$ cat src/sv/header_tail_frame_extractor_core_defines.svh
// Assertion macros shared by the frame extractor RTL.
`ifndef HEADER_TAIL_FRAME_EXTRACTOR_CORE_DEFINES_SVH
`define HEADER_TAIL_FRAME_EXTRACTOR_CORE_DEFINES_SVH

`ifndef SYNTHESIS
// Same-cycle implication, sampled on clk and held off during reset.
`define HTFE_ASSERT_IMP(lbl, ante, cons, msg) \
	lbl: assert property (@(posedge clk) disable iff (!arst_n) (ante) |-> (cons)) \
		else $error(msg);
// Next-cycle implication, sampled on clk and held off during reset.
`define HTFE_ASSERT_NXT(lbl, ante, cons, msg) \
	lbl: assert property (@(posedge clk) disable iff (!arst_n) (ante) |=> (cons)) \
		else $error(msg);
`else
`define HTFE_ASSERT_IMP(lbl, ante, cons, msg)
`define HTFE_ASSERT_NXT(lbl, ante, cons, msg)
`endif

`endif

$ cat src/sv/htfe_pkg.sv
// Shared types and constants of the header/tail frame extractor.
package htfe_pkg;

	localparam int BYTE_W      = 8;
	localparam int CUST_TAIL_W = 16;
	localparam int SYS_TAIL_W  = 32;
	localparam int LEN_W       = 6;
	localparam int IDX_W       = 5;
	localparam int CFG_IDX_W   = 3;
	localparam int CFG_DATA_W  = 32;
	localparam int FRAME_MAX_DEF = 32;

	localparam logic [BYTE_W-1:0]      HEADER_RST      = 8'hAA;
	localparam logic [CUST_TAIL_W-1:0] CUST_TRAILER_RST = 16'hEB90;
	localparam logic [SYS_TAIL_W-1:0]  SYS_TRAILER_RST  = 32'h0000_EB90;
	localparam logic [LEN_W-1:0]       MAX_LEN_RST      = 6'd32;

	// Register indexes of the configuration port.
	typedef enum logic [CFG_IDX_W-1:0] {
		CFG_CUSTOM_HEADER  = 3'd0,
		CFG_CUSTOM_TRAILER = 3'd1,
		CFG_SYSTEM_HEADER  = 3'd2,
		CFG_SYSTEM_TRAILER = 3'd3,
		CFG_MAX_FRAME_LEN  = 3'd4
	} cfg_idx_t;

	typedef struct packed {
		logic [BYTE_W-1:0]      custom_header;
		logic [CUST_TAIL_W-1:0] custom_trailer;
		logic [BYTE_W-1:0]      system_header;
		logic [SYS_TAIL_W-1:0]  system_trailer;
		logic [LEN_W-1:0]       max_frame_len;
	} cfg_t;

	// Controller status seen by the top-level checks.
	typedef struct packed {
		logic busy;
		logic wr_en;
		logic rd_issue;
		logic frame_done;
	} status_t;

	typedef enum logic {
		ST_IDLE,
		ST_EMIT
	} state_t;

endpackage

$ cat src/sv/htfe_in_if.sv
// Input channel: one tagged received byte per item.
interface htfe_in_if;
	import htfe_pkg::*;

	logic              valid;
	logic              ready;
	logic              mode;
	logic [BYTE_W-1:0] rx_byte;

	modport source (output valid, output mode, output rx_byte, input ready);
	modport sink (input valid, input mode, input rx_byte, output ready);
endinterface

$ cat src/sv/htfe_out_if.sv
// Output channel: one byte of a completed frame per item.
interface htfe_out_if;
	import htfe_pkg::*;

	logic              valid;
	logic              ready;
	logic              frame_channel;
	logic [BYTE_W-1:0] frame_byte;
	logic [IDX_W-1:0]  byte_index;
	logic [LEN_W-1:0]  frame_length;
	logic              last;

	modport source (output valid, output frame_channel, output frame_byte,
		output byte_index, output frame_length, output last, input ready);
	modport sink (input valid, input frame_channel, input frame_byte,
		input byte_index, input frame_length, input last, output ready);
endinterface

$ cat src/sv/htfe_cfg_regs.sv
// Configuration register bank of the frame extractor.
module htfe_cfg_regs (
	input  logic                           clk,
	input  logic                           arst_n,
	input  logic                           wr_en,
	input  logic [htfe_pkg::CFG_IDX_W-1:0]  wr_index,
	input  logic [htfe_pkg::CFG_DATA_W-1:0] wr_data,
	output htfe_pkg::cfg_t                 cfg
);
	import htfe_pkg::*;

	cfg_t cfg_q;

	// Register writes, decoded by index; unknown indexes are ignored.
	always_ff @(posedge clk or negedge arst_n) begin
		if (!arst_n) begin
			cfg_q.custom_header  <= HEADER_RST;
			cfg_q.custom_trailer <= CUST_TRAILER_RST;
			cfg_q.system_header  <= HEADER_RST;
			cfg_q.system_trailer <= SYS_TRAILER_RST;
			cfg_q.max_frame_len  <= MAX_LEN_RST;
		end else if (wr_en) begin
			case (cfg_idx_t'(wr_index))
				CFG_CUSTOM_HEADER:  cfg_q.custom_header  <= wr_data[BYTE_W-1:0];
				CFG_CUSTOM_TRAILER: cfg_q.custom_trailer <= wr_data[CUST_TAIL_W-1:0];
				CFG_SYSTEM_HEADER:  cfg_q.system_header  <= wr_data[BYTE_W-1:0];
				CFG_SYSTEM_TRAILER: cfg_q.system_trailer <= wr_data[SYS_TAIL_W-1:0];
				CFG_MAX_FRAME_LEN:  cfg_q.max_frame_len  <= wr_data[LEN_W-1:0];
				default: ;
			endcase
		end
	end

	assign cfg = cfg_q;
endmodule

$ cat src/sv/htfe_frame_ram.sv
// Frame store: one write port and one registered read port.
module htfe_frame_ram #(
	parameter int ADDR_W = 6
) (
	input  logic                       clk,
	input  logic                       wr_en,
	input  logic [ADDR_W-1:0]          wr_addr,
	input  logic [htfe_pkg::BYTE_W-1:0] wr_data,
	input  logic                       rd_en,
	input  logic [ADDR_W-1:0]          rd_addr,
	output logic [htfe_pkg::BYTE_W-1:0] rd_data
);
	import htfe_pkg::*;

	logic [BYTE_W-1:0] mem [2**ADDR_W];
	logic [BYTE_W-1:0] rd_data_q;

	// Write port.
	always_ff @(posedge clk) begin
		if (wr_en) begin
			mem[wr_addr] <= wr_data;
		end
	end

	// Registered read port; data holds between reads.
	always_ff @(posedge clk) begin
		if (rd_en) begin
			rd_data_q <= mem[rd_addr];
		end
	end

	assign rd_data = rd_data_q;
endmodule

$ cat src/sv/htfe_frame_ctrl.sv
// Per-channel fill and tail tracking, store writes and frame readout.
module htfe_frame_ctrl #(
	parameter int FRAME_MAX = htfe_pkg::FRAME_MAX_DEF,
	parameter int ADDR_W    = $clog2(FRAME_MAX) + 1
) (
	input  logic                       clk,
	input  logic                       arst_n,
	input  htfe_pkg::cfg_t             cfg,
	htfe_in_if.sink                    in_ch,
	htfe_out_if.source                 out_ch,
	output logic                       mem_wr_en,
	output logic [ADDR_W-1:0]          mem_wr_addr,
	output logic [htfe_pkg::BYTE_W-1:0] mem_wr_data,
	output logic                       mem_rd_en,
	output logic [ADDR_W-1:0]          mem_rd_addr,
	input  logic [htfe_pkg::BYTE_W-1:0] mem_rd_data,
	output htfe_pkg::status_t          status
);
	import htfe_pkg::*;

	localparam int POS_W = ADDR_W - 1;
	localparam int CNT_W = $clog2(FRAME_MAX + 1);

	state_t state_q, state_nx;

	logic [CNT_W-1:0]       cust_fill_q, sys_fill_q;
	logic [CUST_TAIL_W-1:0] cust_tail_q;
	logic [SYS_TAIL_W-1:0]  sys_tail_q;

	logic                   run_ch_q;
	logic [CNT_W-1:0]       run_len_q;
	logic [CNT_W-1:0]       rd_cnt_q;

	logic                   pend_s1;
	logic [CNT_W-1:0]       idx_s1;
	logic                   last_s1;

	logic                   out_valid_q;
	logic                   out_ch_q;
	logic [BYTE_W-1:0]      out_byte_q;
	logic [IDX_W-1:0]       out_idx_q;
	logic [LEN_W-1:0]       out_len_q;
	logic                   out_last_q;

	logic [CNT_W-1:0]       limit;
	logic [CNT_W-1:0]       cur_fill;
	logic [BYTE_W-1:0]      cur_hdr;
	logic                   acc;
	logic                   take;
	logic                   do_store;
	logic [CNT_W-1:0]       new_fill;
	logic [CUST_TAIL_W-1:0] cust_tail_nx;
	logic [SYS_TAIL_W-1:0]  sys_tail_nx;
	logic                   match;
	logic                   frame_done;
	logic                   out_free;
	logic                   s1_move;
	logic                   rd_issue;
	logic                   reads_left;

	// Frame limit in force: the register clamped to 1..FRAME_MAX.
	always_comb begin
		if (cfg.max_frame_len == '0) begin
			limit = CNT_W'(1);
		end else if (int'(cfg.max_frame_len) > FRAME_MAX) begin
			limit = CNT_W'(FRAME_MAX);
		end else begin
			limit = CNT_W'(cfg.max_frame_len);
		end
	end

	// Decision for the byte at the input: drop, store, and close the frame.
	always_comb begin
		acc          = in_ch.valid && in_ch.ready;
		cur_fill     = in_ch.mode ? sys_fill_q : cust_fill_q;
		cur_hdr      = in_ch.mode ? cfg.system_header : cfg.custom_header;
		take         = acc && !(cur_fill == '0 && in_ch.rx_byte != cur_hdr);
		do_store     = take && (cur_fill < limit);
		new_fill     = do_store ? cur_fill + CNT_W'(1) : cur_fill;
		cust_tail_nx = {cust_tail_q[CUST_TAIL_W-BYTE_W-1:0], in_ch.rx_byte};
		sys_tail_nx  = {sys_tail_q[SYS_TAIL_W-BYTE_W-1:0], in_ch.rx_byte};
		match        = in_ch.mode ? (sys_tail_nx == cfg.system_trailer)
		                          : (cust_tail_nx == cfg.custom_trailer);
		frame_done   = take && match;
	end

	// Store write for an accepted byte below the limit.
	assign mem_wr_en   = do_store;
	assign mem_wr_addr = {in_ch.mode, cur_fill[POS_W-1:0]};
	assign mem_wr_data = in_ch.rx_byte;

	// Readout: in a run with reads left, issue a read whenever the read stage will be free.
	always_comb begin
		out_free    = !out_valid_q || out_ch.ready;
		s1_move     = pend_s1 && out_free;
		reads_left  = rd_cnt_q < run_len_q;
		rd_issue    = (state_q == ST_EMIT) && reads_left && (!pend_s1 || s1_move);
		mem_rd_en   = rd_issue;
		mem_rd_addr = {run_ch_q, rd_cnt_q[POS_W-1:0]};
	end

	// Next-state logic.
	always_comb begin
		state_nx = state_q;
		case (state_q)
			ST_IDLE: begin
				if (frame_done) begin
					state_nx = ST_EMIT;
				end
			end
			ST_EMIT: begin
				if (!reads_left && !pend_s1) begin
					state_nx = ST_IDLE;
				end
			end
			default: state_nx = ST_IDLE;
		endcase
	end

	// State outputs: input is held off while a frame is read out.
	always_comb begin
		case (state_q)
			ST_IDLE: in_ch.ready = 1'b1;
			ST_EMIT: in_ch.ready = 1'b0;
			default: in_ch.ready = 1'b0;
		endcase
	end

	always_ff @(posedge clk or negedge arst_n) begin
		if (!arst_n) begin
			state_q <= ST_IDLE;
		end else begin
			state_q <= state_nx;
		end
	end

	// Fill and tail registers of both channels.
	always_ff @(posedge clk or negedge arst_n) begin
		if (!arst_n) begin
			cust_fill_q <= '0;
			sys_fill_q  <= '0;
			cust_tail_q <= '0;
			sys_tail_q  <= '0;
		end else if (take) begin
			if (in_ch.mode) begin
				sys_fill_q <= match ? '0 : new_fill;
				sys_tail_q <= match ? '0 : sys_tail_nx;
			end else begin
				cust_fill_q <= match ? '0 : new_fill;
				cust_tail_q <= match ? '0 : cust_tail_nx;
			end
		end
	end

	// Run descriptor and read counter.
	always_ff @(posedge clk or negedge arst_n) begin
		if (!arst_n) begin
			run_ch_q  <= 1'b0;
			run_len_q <= '0;
			rd_cnt_q  <= '0;
		end else if (frame_done) begin
			run_ch_q  <= in_ch.mode;
			run_len_q <= new_fill;
			rd_cnt_q  <= '0;
		end else if (rd_issue) begin
			rd_cnt_q <= rd_cnt_q + CNT_W'(1);
		end
	end

	// Read stage: tracks the item whose store data is arriving.
	always_ff @(posedge clk or negedge arst_n) begin
		if (!arst_n) begin
			pend_s1 <= 1'b0;
		end else if (rd_issue) begin
			pend_s1 <= 1'b1;
		end else if (s1_move) begin
			pend_s1 <= 1'b0;
		end
	end

	always_ff @(posedge clk) begin
		if (rd_issue) begin
			idx_s1  <= rd_cnt_q;
			last_s1 <= (rd_cnt_q + CNT_W'(1)) == run_len_q;
		end
	end

	// Output register.
	always_ff @(posedge clk or negedge arst_n) begin
		if (!arst_n) begin
			out_valid_q <= 1'b0;
		end else if (s1_move) begin
			out_valid_q <= 1'b1;
		end else if (out_ch.ready) begin
			out_valid_q <= 1'b0;
		end
	end

	always_ff @(posedge clk) begin
		if (s1_move) begin
			out_ch_q   <= run_ch_q;
			out_byte_q <= mem_rd_data;
			out_idx_q  <= idx_s1[IDX_W-1:0];
			out_len_q  <= LEN_W'(run_len_q);
			out_last_q <= last_s1;
		end
	end

	assign out_ch.valid         = out_valid_q;
	assign out_ch.frame_channel = out_ch_q;
	assign out_ch.frame_byte    = out_byte_q;
	assign out_ch.byte_index    = out_idx_q;
	assign out_ch.frame_length  = out_len_q;
	assign out_ch.last          = out_last_q;

	assign status.busy       = (state_q == ST_EMIT);
	assign status.wr_en      = do_store;
	assign status.rd_issue   = rd_issue;
	assign status.frame_done = frame_done;
endmodule

$ cat src/sv/header_tail_frame_extractor_core.sv
// A closing byte moves the control state to the run state; the run's first byte then passes the store
// read register and the output register. Throughput: one input byte per cycle outside a run; a run
// sends one byte per cycle from the store while the output is not stalled. During a run the input waits
// for one store read per byte, the read register and the return to idle, and for every output stall.
// Reset clears fills, tail registers and control state and loads the default configuration;
// store contents stay undefined.
`include "header_tail_frame_extractor_core_defines.svh"

module header_tail_frame_extractor_core #(
	parameter int FRAME_MAX = htfe_pkg::FRAME_MAX_DEF
) (
	input  logic                           clk,
	input  logic                           arst_n,
	htfe_in_if.sink                        in_ch,
	htfe_out_if.source                     out_ch,
	input  logic                           wr_en,
	input  logic [htfe_pkg::CFG_IDX_W-1:0]  wr_index,
	input  logic [htfe_pkg::CFG_DATA_W-1:0] wr_data
);
	import htfe_pkg::*;

	localparam int ADDR_W = $clog2(FRAME_MAX) + 1;

	cfg_t              cfg;
	status_t           status;
	logic              mem_wr_en;
	logic [ADDR_W-1:0] mem_wr_addr;
	logic [BYTE_W-1:0] mem_wr_data;
	logic              mem_rd_en;
	logic [ADDR_W-1:0] mem_rd_addr;
	logic [BYTE_W-1:0] mem_rd_data;

	htfe_cfg_regs u_cfg (
		.clk      (clk),
		.arst_n   (arst_n),
		.wr_en    (wr_en),
		.wr_index (wr_index),
		.wr_data  (wr_data),
		.cfg      (cfg)
	);

	htfe_frame_ram #(
		.ADDR_W (ADDR_W)
	) u_ram (
		.clk     (clk),
		.wr_en   (mem_wr_en),
		.wr_addr (mem_wr_addr),
		.wr_data (mem_wr_data),
		.rd_en   (mem_rd_en),
		.rd_addr (mem_rd_addr),
		.rd_data (mem_rd_data)
	);

	htfe_frame_ctrl #(
		.FRAME_MAX (FRAME_MAX),
		.ADDR_W    (ADDR_W)
	) u_ctrl (
		.clk         (clk),
		.arst_n      (arst_n),
		.cfg         (cfg),
		.in_ch       (in_ch),
		.out_ch      (out_ch),
		.mem_wr_en   (mem_wr_en),
		.mem_wr_addr (mem_wr_addr),
		.mem_wr_data (mem_wr_data),
		.mem_rd_en   (mem_rd_en),
		.mem_rd_addr (mem_rd_addr),
		.mem_rd_data (mem_rd_data),
		.status      (status)
	);

	// The store is never written while a run is read out of it.
	`HTFE_ASSERT_IMP(a_no_wr_in_run, status.wr_en, !status.busy, "store write during readout")
	// Reads happen only inside a run.
	`HTFE_ASSERT_IMP(a_rd_in_run, status.rd_issue, status.busy, "store read outside a run")
	// A closing byte stops input in the next cycle.
	`HTFE_ASSERT_NXT(a_close_stalls, status.frame_done, !in_ch.ready, "input open after frame end")
	// While a run has bytes still to come, no input is taken.
	`HTFE_ASSERT_IMP(a_run_blocks_in, out_ch.valid && !out_ch.last, !in_ch.ready,
		"input open inside a run")
endmodule

$ cat src/flat_wrapper.sv
// flat-port wrapper written by rule: the top's interface ports become plain ports
module header_tail_frame_extractor_core_flat import htfe_pkg::*;
#(
	parameter int FRAME_MAX = htfe_pkg::FRAME_MAX_DEF
)
  (clk, arst_n, wr_en, wr_index, wr_data, in_ch_valid, in_ch_mode, in_ch_rx_byte, in_ch_ready, out_ch_valid, out_ch_frame_channel, out_ch_frame_byte, out_ch_byte_index, out_ch_frame_length, out_ch_last, out_ch_ready);
  htfe_in_if in_ch_i ();
  htfe_out_if out_ch_i ();
  input  logic clk;
  input  logic arst_n;
  input  logic wr_en;
  input  logic [htfe_pkg::CFG_IDX_W-1:0] wr_index;
  input  logic [htfe_pkg::CFG_DATA_W-1:0] wr_data;
  input wire logic [$bits(in_ch_i.valid)-1:0] in_ch_valid;
  input wire logic [$bits(in_ch_i.mode)-1:0] in_ch_mode;
  input wire logic [$bits(in_ch_i.rx_byte)-1:0] in_ch_rx_byte;
  output wire logic [$bits(in_ch_i.ready)-1:0] in_ch_ready;
  output wire logic [$bits(out_ch_i.valid)-1:0] out_ch_valid;
  output wire logic [$bits(out_ch_i.frame_channel)-1:0] out_ch_frame_channel;
  output wire logic [$bits(out_ch_i.frame_byte)-1:0] out_ch_frame_byte;
  output wire logic [$bits(out_ch_i.byte_index)-1:0] out_ch_byte_index;
  output wire logic [$bits(out_ch_i.frame_length)-1:0] out_ch_frame_length;
  output wire logic [$bits(out_ch_i.last)-1:0] out_ch_last;
  input wire logic [$bits(out_ch_i.ready)-1:0] out_ch_ready;
  assign in_ch_i.valid = in_ch_valid;
  assign in_ch_i.mode = in_ch_mode;
  assign in_ch_i.rx_byte = in_ch_rx_byte;
  assign in_ch_ready = in_ch_i.ready;
  assign out_ch_valid = out_ch_i.valid;
  assign out_ch_frame_channel = out_ch_i.frame_channel;
  assign out_ch_frame_byte = out_ch_i.frame_byte;
  assign out_ch_byte_index = out_ch_i.byte_index;
  assign out_ch_frame_length = out_ch_i.frame_length;
  assign out_ch_last = out_ch_i.last;
  assign out_ch_i.ready = out_ch_ready;
  header_tail_frame_extractor_core #(.FRAME_MAX(FRAME_MAX)) u_core (.clk(clk), .arst_n(arst_n), .in_ch(in_ch_i), .out_ch(out_ch_i), .wr_en(wr_en), .wr_index(wr_index), .wr_data(wr_data));
endmodule
$ cat config.mk
export PLATFORM = sky130hd
export DESIGN_NAME = header_tail_frame_extractor_core_flat
export DESIGN_NICKNAME = d
export VERILOG_FILES = /design/src/sv/htfe_pkg.sv /design/src/sv/htfe_in_if.sv /design/src/sv/htfe_out_if.sv /design/src/sv/htfe_cfg_regs.sv /design/src/sv/htfe_frame_ram.sv /design/src/sv/htfe_frame_ctrl.sv /design/src/sv/header_tail_frame_extractor_core.sv /design/src/flat_wrapper.sv
export VERILOG_INCLUDE_DIRS = /design/src /design/src/sv
export SDC_FILE = /design/constraint.sdc
export NUM_CORES = 1
export LEC_CHECK = 0
export BUFFER_PORTS_ARGS = -buffer_cell sky130_fd_sc_hd__buf_2
export CAP_MARGIN = 40
export CORE_MARGIN = 2
export CORE_UTILIZATION = 35
export CTS_CLUSTER_SIZE = 12
export DETAILED_ROUTE_END_ITERATION = 6
export RECOVER_POWER = 50
export SLEW_MARGIN = 20
export SYNTH_ARGS = -nofsm -noshare
export SYNTH_HDL_FRONTEND = slang
export SYNTH_HIERARCHICAL = 1
export SYNTH_SLANG_ARGS = --single-unit
$ cat constraint.sdc
create_clock -name clk -period 3.5 [get_ports clk]
set_input_delay 0.175 -clock clk [delete_from_list [all_inputs] [get_ports clk]]
set_output_delay 0.175 -clock clk [all_outputs]
set_load 0.03 [all_outputs]
==> results of run 1 <==
-- worst max-delay path by stage --
stage	startpoint	end	slack, ps	cells past startpoint
2_1_floorplan	in_ch_mode	u_core/u_ram/mem[62][0]	-60	12
3_3_place_gp	in_ch_mode	u_core/u_ram/mem[41][6]	240	14
3_5_place_dp	in_ch_mode	u_core/u_ram/mem[2][7]	180	13
4_1_cts	u_core/u_ctrl/rd_cnt_q[0]	u_core/u_ram/rd_data[5]	310	8
5_1_grt	u_core/u_cfg/cfg[5]	u_core/u_ram/mem[2][7]	150	11
6_report	u_core/u_ctrl/rd_cnt_q[3]	u_core/u_ram/rd_data[6]	350	7
-- metal layers --
metal | vias up | part of all wire | GRT usage
met5 | - | 0 | 0
met4 | 0 | 0.034 | 0.0607
met3 | 105 | 0.051 | 0.0240
met2 | 422 | 0.49 | 0.262
met1 | 7497 | 0.42 | 0.206
li1 | 6326 | - | -
-- worst reg2reg max path: stages, from the launching register on --
cell	delay [ps]
dfrtp_1	1110
buf_4	390
nand2_1	170
a211oi_1	330
nor4_1	120
nor3_1	420
o32ai_1	170
buf_4	190
-- cell type report --
type,count,area share
clock buffer,104,0.0620
inverter,13,0.00151
sequential,677,0.610
multi-input combinational,711,0.227
timing repair buffer,238,0.0542
tap,1050,0.0407
antenna,1,0.0000774
clock inverter,8,0.00422
-- cells in the final DEF, fill, tap and decap left out, drive strengths merged, types with 4 or more instances in the layout --
| cell | n |
|---|---|
| o2111ai | 4 |
| dfrtp | 105 |
| nor4 | 8 |
| o22ai | 8 |
| a221oi | 6 |
| bufinv | 4 |
| nand4 | 12 |
| o221ai | 8 |
| nor2 | 94 |
| ha | 14 |
| nand2 | 44 |
| dlygate4sd3 | 34 |
| and3 | 15 |
| clkbuf | 127 |
| xor2 | 28 |
| inv | 13 |
| nor2b | 19 |
| clkinv | 4 |
| mux4 | 126 |
| o31ai | 10 |
| dfstp | 25 |
| buf | 181 |
| nor3 | 11 |
| mux2i | 40 |
| mux2 | 104 |
| nand2b | 9 |
| a22o | 16 |
| xnor2 | 43 |
| a21oi | 7 |
| a211oi | 4 |
| edfxtp | 547 |
| nand3 | 24 |
| o21ai | 12 |
-- registers in the layout (all words and copies together), names as in the netlist, 8 cells and up --
signal	flops
u_core/u_ram/mem	512
u_core/u_ctrl/cust_tail_q	8
u_core/u_ctrl/out_ch.frame_byte	8
u_core/u_ram/rd_data	8
u_core/u_ctrl/sys_tail_q	24
u_core/u_cfg/cfg	70
-- repair_timing --
action | 4_1_cts | 5_1_grt
hold buffers | 34 | 0
resized for setup | 0 | 0
hold endpoints to repair | 144 | 0
-- report_power, final --
| part | internal (mW) | total, mW | switching [mW] |
|---|---|---|---|
| combinational | 2.59 | 5.31 | 2.72 |
| sequential | 9.20 | 9.70 | 0.498 |
| clock | 4.21 | 7.12 | 2.91 |
| total | 16.0 | 22.1 | 6.13 |
==> reports/metrics.cfg, run 1 <==
[status]
outcome = finished, violations left
violations = capacitance limit, slew limit

[setup_path]
worstPathRequired_ps = 3850
path_cells = buf_4 -> nand2_1 -> a211oi_1 -> nor4_1 -> nor3_1 -> o32ai_1 -> buf_4
crit_path_frequent_cell = buf_4
critPathMaxFanout = 20
arrival_ps = 3500
endpoint_kind = register
cp_slowest_cell = dfrtp_1
path_buf_inv = 2
crit_family = flip-flops
reg2reg_slack_ps = 350
r2r_start = u_core/u_ctrl/rd_cnt_q[3]
reg2regPathDepth = 7
startpoint_type = register
path_class = register to register
critical_path.max_stage_delay_ps = 1110
r2r-end = u_core/u_ram/rd_data[6]

[placed_design]
io_buffers = 71
hpwlAfterDp_mm = 40.5
dpl-instance-area_um2 = 29900
dpl.cell_count = 2655
gp_congestion = 0.814
pre_cts_slack_ps = 176

[floorplanning]
fp.dieArea_um2 = 81300
die_y_um = 285
die_w_um = 285
row_count = 103
ioPinCount = 72
start_util = 0.352
core_um2 = 78600

[clocking]
cts_buffers = 70
clk_latency_ps = 610
cts_tree = done
clk_pin_slew_ps = 60
htreeDepth = 3
root_buffer = clkbuf_16
cts_sinks = 677
clock_tree.buffer_depth = 3
cts_setup_buffers = 0

[layout]
fin_cells = 2802
regArea_um2 = 19700
design_area_um2 = 32300
fillCellCount = 7030
post-route-util = 0.411
area_growth_pct = 16.8
nets = 1774
multi_input_area_um2 = 7340
drive_gt1_frac = 0.306

[route]
antenna_left = 0
drc = 0
num_vias = 14400
drt_iter0_drc = 1224
routedWlPerCell_um = 22.7
dr.pass1.iters = 5
wl_mm = 63.6
vias_per_cell = 5.12

[pwr]
p_leak_nw = 11.1
powerDensity_nw_per_um2 = 685
fin_total_pwr_mw = 22.1
ir_drop_mv = 0.392

[grt]
grt_start_max_net_pins = 75
gr-total-overflow = 0
antenna_found_initial = 0
track_usage = 0.157
grt_pass1_wl_mm = 96.1
grt_pass1_vias = 15000

[flow_run]
drv_cap = 11

[min_path]
hp-start = in_ch_mode
hold_path.class = primary input to register
worstHoldEndpoint = u_core/u_ctrl/sys_fill_q[0]
min_path_cells = 3

[yosys]
synth_area_um2 = 27700
ys_warn_count = 6
synthCells = 1488
synth_nets = 1551
syn-mean-instance-area_um2 = 18.6

[timing]
hold_violations = 0
slew_viol_final = 642
period_share = 0.899
worst_pin_slew_ps = 3390
fin_skew_ps = 19.5
slew_headroom = -1.26
layout_setup_ws_ps = 353
finalSetupTns_ps = 0
setup_violations = 0
finalHoldWorstSlack_ps = 76.7
fmax_mhz = 318
rsz0062_at_grt = false
fin_crit_ps = 3150

Power figures use the tool's default switching activity.
==> run 2: changes to the inputs <==
Settings changed: REMOVE_ABC_BUFFERS from default to 1.
==> run 2 against run 1 <==
  * The run still ends with capacitance limit, slew limit left
  * Flip-flop and latch count unchanged
  * Clock skew up 10 ps
  * First-iteration DRC count up 18%
  * Register-to-register slack about the same
  * Clock power down 1%
  * Critical path depth unchanged
  * Hold slack better by 12 ps
  * Cell count up 0.89%
  * Critical endpoint is now u_core/u_ram/rd_data[4]
  * Largest cell class unchanged
==> reports/metrics.cfg, run 2 (synthesized netlist as in run 1, its figures left out) <==
[status]
outcome = finished, violations left
violations = capacitance limit, slew limit

[timing]
setup_violations = 0  ; unchanged
worst_pin_slew_ps = 3320  ; -64.2 ps
fin_crit_ps = 3150  ; +1.43 ps
slew_viol_final = 481  ; -25%
hold_violations = 0  ; unchanged
fmax_mhz = 318  ; about the same
rsz0062_at_grt = false
finalHoldWorstSlack_ps = 88.5  ; +11.8 ps
period_share = 0.900  ; about the same
slew_headroom = -1.21  ; +0.0428
fin_skew_ps = 30.0  ; +10.5 ps

[floorplanning]
fp.dieArea_um2 = 81300  ; unchanged
ioPinCount = 72  ; unchanged
start_util = 0.352  ; unchanged
die_y_um = 285  ; unchanged
die_w_um = 285  ; unchanged
core_um2 = 78600  ; unchanged
row_count = 103  ; unchanged

[grt]
gr-total-overflow = 0  ; unchanged
grt_start_max_net_pins = 80  ; +6.7%
track_usage = 0.162  ; +0.00512
grt_pass1_vias = 15000  ; +0.26%
antenna_found_initial = 2  ; +2
grt_pass1_wl_mm = 97.8  ; +1.8%

[setup_path]
critPathMaxFanout = 28  ; +40%
crit_path_frequent_cell = buf_4
arrival_ps = 3510  ; about the same
path_class = register to register
crit_family = flip-flops
critical_path.max_stage_delay_ps = 840  ; -270 ps
worstPathRequired_ps = 3860  ; about the same
path_cells = buf_4 -> mux4_2 -> nor2_1 -> nor4_1 -> nor3_1 -> buf_4 -> o32ai_1
cp_slowest_cell = dfrtp_4
path_buf_inv = 2  ; unchanged
reg2reg_slack_ps = 350  ; about the same
endpoint_kind = register
startpoint_type = register

[clocking]
clk_latency_ps = 620  ; about the same
clock_tree.buffer_depth = 3  ; unchanged
clk_pin_slew_ps = 60  ; about the same
cts_sinks = 677  ; unchanged
root_buffer = clkbuf_16
htreeDepth = 3  ; unchanged
cts_buffers = 73  ; +4.3%
cts_tree = done
cts_setup_buffers = 0  ; unchanged

[layout]
fillCellCount = 7032  ; +0.028%
regMostFlops = u_core/u_ram/mem
mostFrequentLayoutCells = edfxtp_1 (547), mux4_2 (126), buf_4 (116), dfrtp_1 (101), nor2_1 (93)
area_growth_pct = 16.8  ; about the same
nets = 1787  ; +0.73%
largest_reg_flops = 512  ; unchanged
multi_input_area_um2 = 7300  ; -0.55%
layout_commonest_cell = edfxtp_1
drive_gt1_frac = 0.303  ; -0.00318
regArea_um2 = 19700  ; about the same
post-route-util = 0.411  ; about the same

[route]
wl_mm = 65.5  ; +3.1%
drc = 0  ; unchanged
dr.pass1.iters = 5  ; unchanged
num_vias = 14500  ; +1.1%
routedWlPerCell_um = 23.2  ; +2.2%
antenna_left = 0  ; unchanged
vias_per_cell = 5.13  ; +0.23%
drt_iter0_drc = 1446  ; +18%

[pwr]
power.share.combinational = 0.231  ; -0.009
p_sw_frac = 0.282  ; +0.00480
power.internal_mw = 15.7  ; -1.7%
clockPowerShare = 0.322  ; about the same
ir_drop_mv = 0.318  ; -19%
powerDensity_nw_per_um2 = 678  ; -1.0%
p_leak_nw = 11.2  ; +0.27%
power_switching_mw = 6.17  ; +0.64%
p_seq_frac = 0.447  ; +0.009

[placed_design]
io_buffers = 71  ; unchanged
hpwlAfterDp_mm = 42.8  ; +5.7%
gp_congestion = 0.870  ; +6.9%

[flow_run]
drv_cap = 10  ; -1

[min_path]
hold_path.class = primary input to register

-- run 2: cell count changes in the layout (fill, tap and decap cells not counted), moves of 5 or more --
cell      change
clkinv_1     +17
nor2_1        +8
nor2_2        -8
clkbuf_8      -5
clkinv_2      +5
-- run 2: worst reg2reg max path, stage by stage, from the launching register on --
cell and delay, ps:
dfrtp_4 840, buf_4 390, mux4_2 250, nor2_1 40, nor4_1 640, nor3_1 120, buf_4 180, o32ai_1 440
-- run 2: per-layer routing --
layer | up-vias | GRT usage | share of wire
li1 | 6356 | - | -
met1 | 7621 | 0.226 | 0.44
met2 | 454 | 0.264 | 0.49
met3 | 80 | 0.0265 | 0.058
met4 | 0 | 0.0427 | 0.019
met5 | - | 0 | 0
-- run 2: power groups by stage --
stage                     Combinational (mW)  Sequential (mW)  Clock (mW)
after floorplan                         2.89             10.2           0
after global placement                  5.02             9.95           0
after detailed placement                5.08             9.96           0
after CTS                               5.13             9.80        7.24
after global routing                    5.38             9.86        7.55
final                                   5.05             9.78        7.05
-- run 2: through the flow --
step | worst slack (ps) | area (um^2) | power [mW] | setup TNS (ps) | instances
finish | 351 | 32300 | 21.9 | 0 | 2827
global route | 115 | 32300 | 22.8 | 0 | 2826
CTS | 371 | 32500 | 22.2 | 0 | 2825
detailed placement | 171 | 29900 | 15.0 | 0 | 2662
global placement | 159 | 29900 | 15.0 | 0 | 2660
floorplan | -3270 | 27100 | 13.1 | -100370 | 1401
-- run 2: path summary, 6_finish.rpt --
kind,start,endpoint,cells after the start
worst max-delay path,u_core/u_ctrl/rd_cnt_q[0],u_core/u_ram/rd_data[4],7
worst min-delay path,in_ch_mode,u_core/u_ctrl/sys_fill_q[0],3
worst max register to register,u_core/u_ctrl/rd_cnt_q[0],u_core/u_ram/rd_data[4],7
worst min register to register,u_core/u_ram/rd_data[1],u_core/u_ctrl/out_ch.frame_byte[1],0
max in group asynchronous,arst_n,u_core/u_ctrl/rd_cnt_q[0],3
min in group asynchronous,arst_n,u_core/u_cfg/cfg[10],2
-- run 2: repair_timing --
action	in CTS	in global routing
endpoints found under the hold margin	158	0
gates resized for setup	0	0
hold buffers	36	0
-- run 2: final cells by class --
| class | count | share of cell area |
|---|---|---|
| sequential | 677 | 0.610 |
| multi-input combinational | 711 | 0.226 |
| clock buffer | 93 | 0.0592 |
| timing repair buffer | 248 | 0.0545 |
| tap | 1050 | 0.0407 |
| clock inverter | 34 | 0.00763 |
| inverter | 13 | 0.00151 |
| antenna | 1 | 0.0000775 |
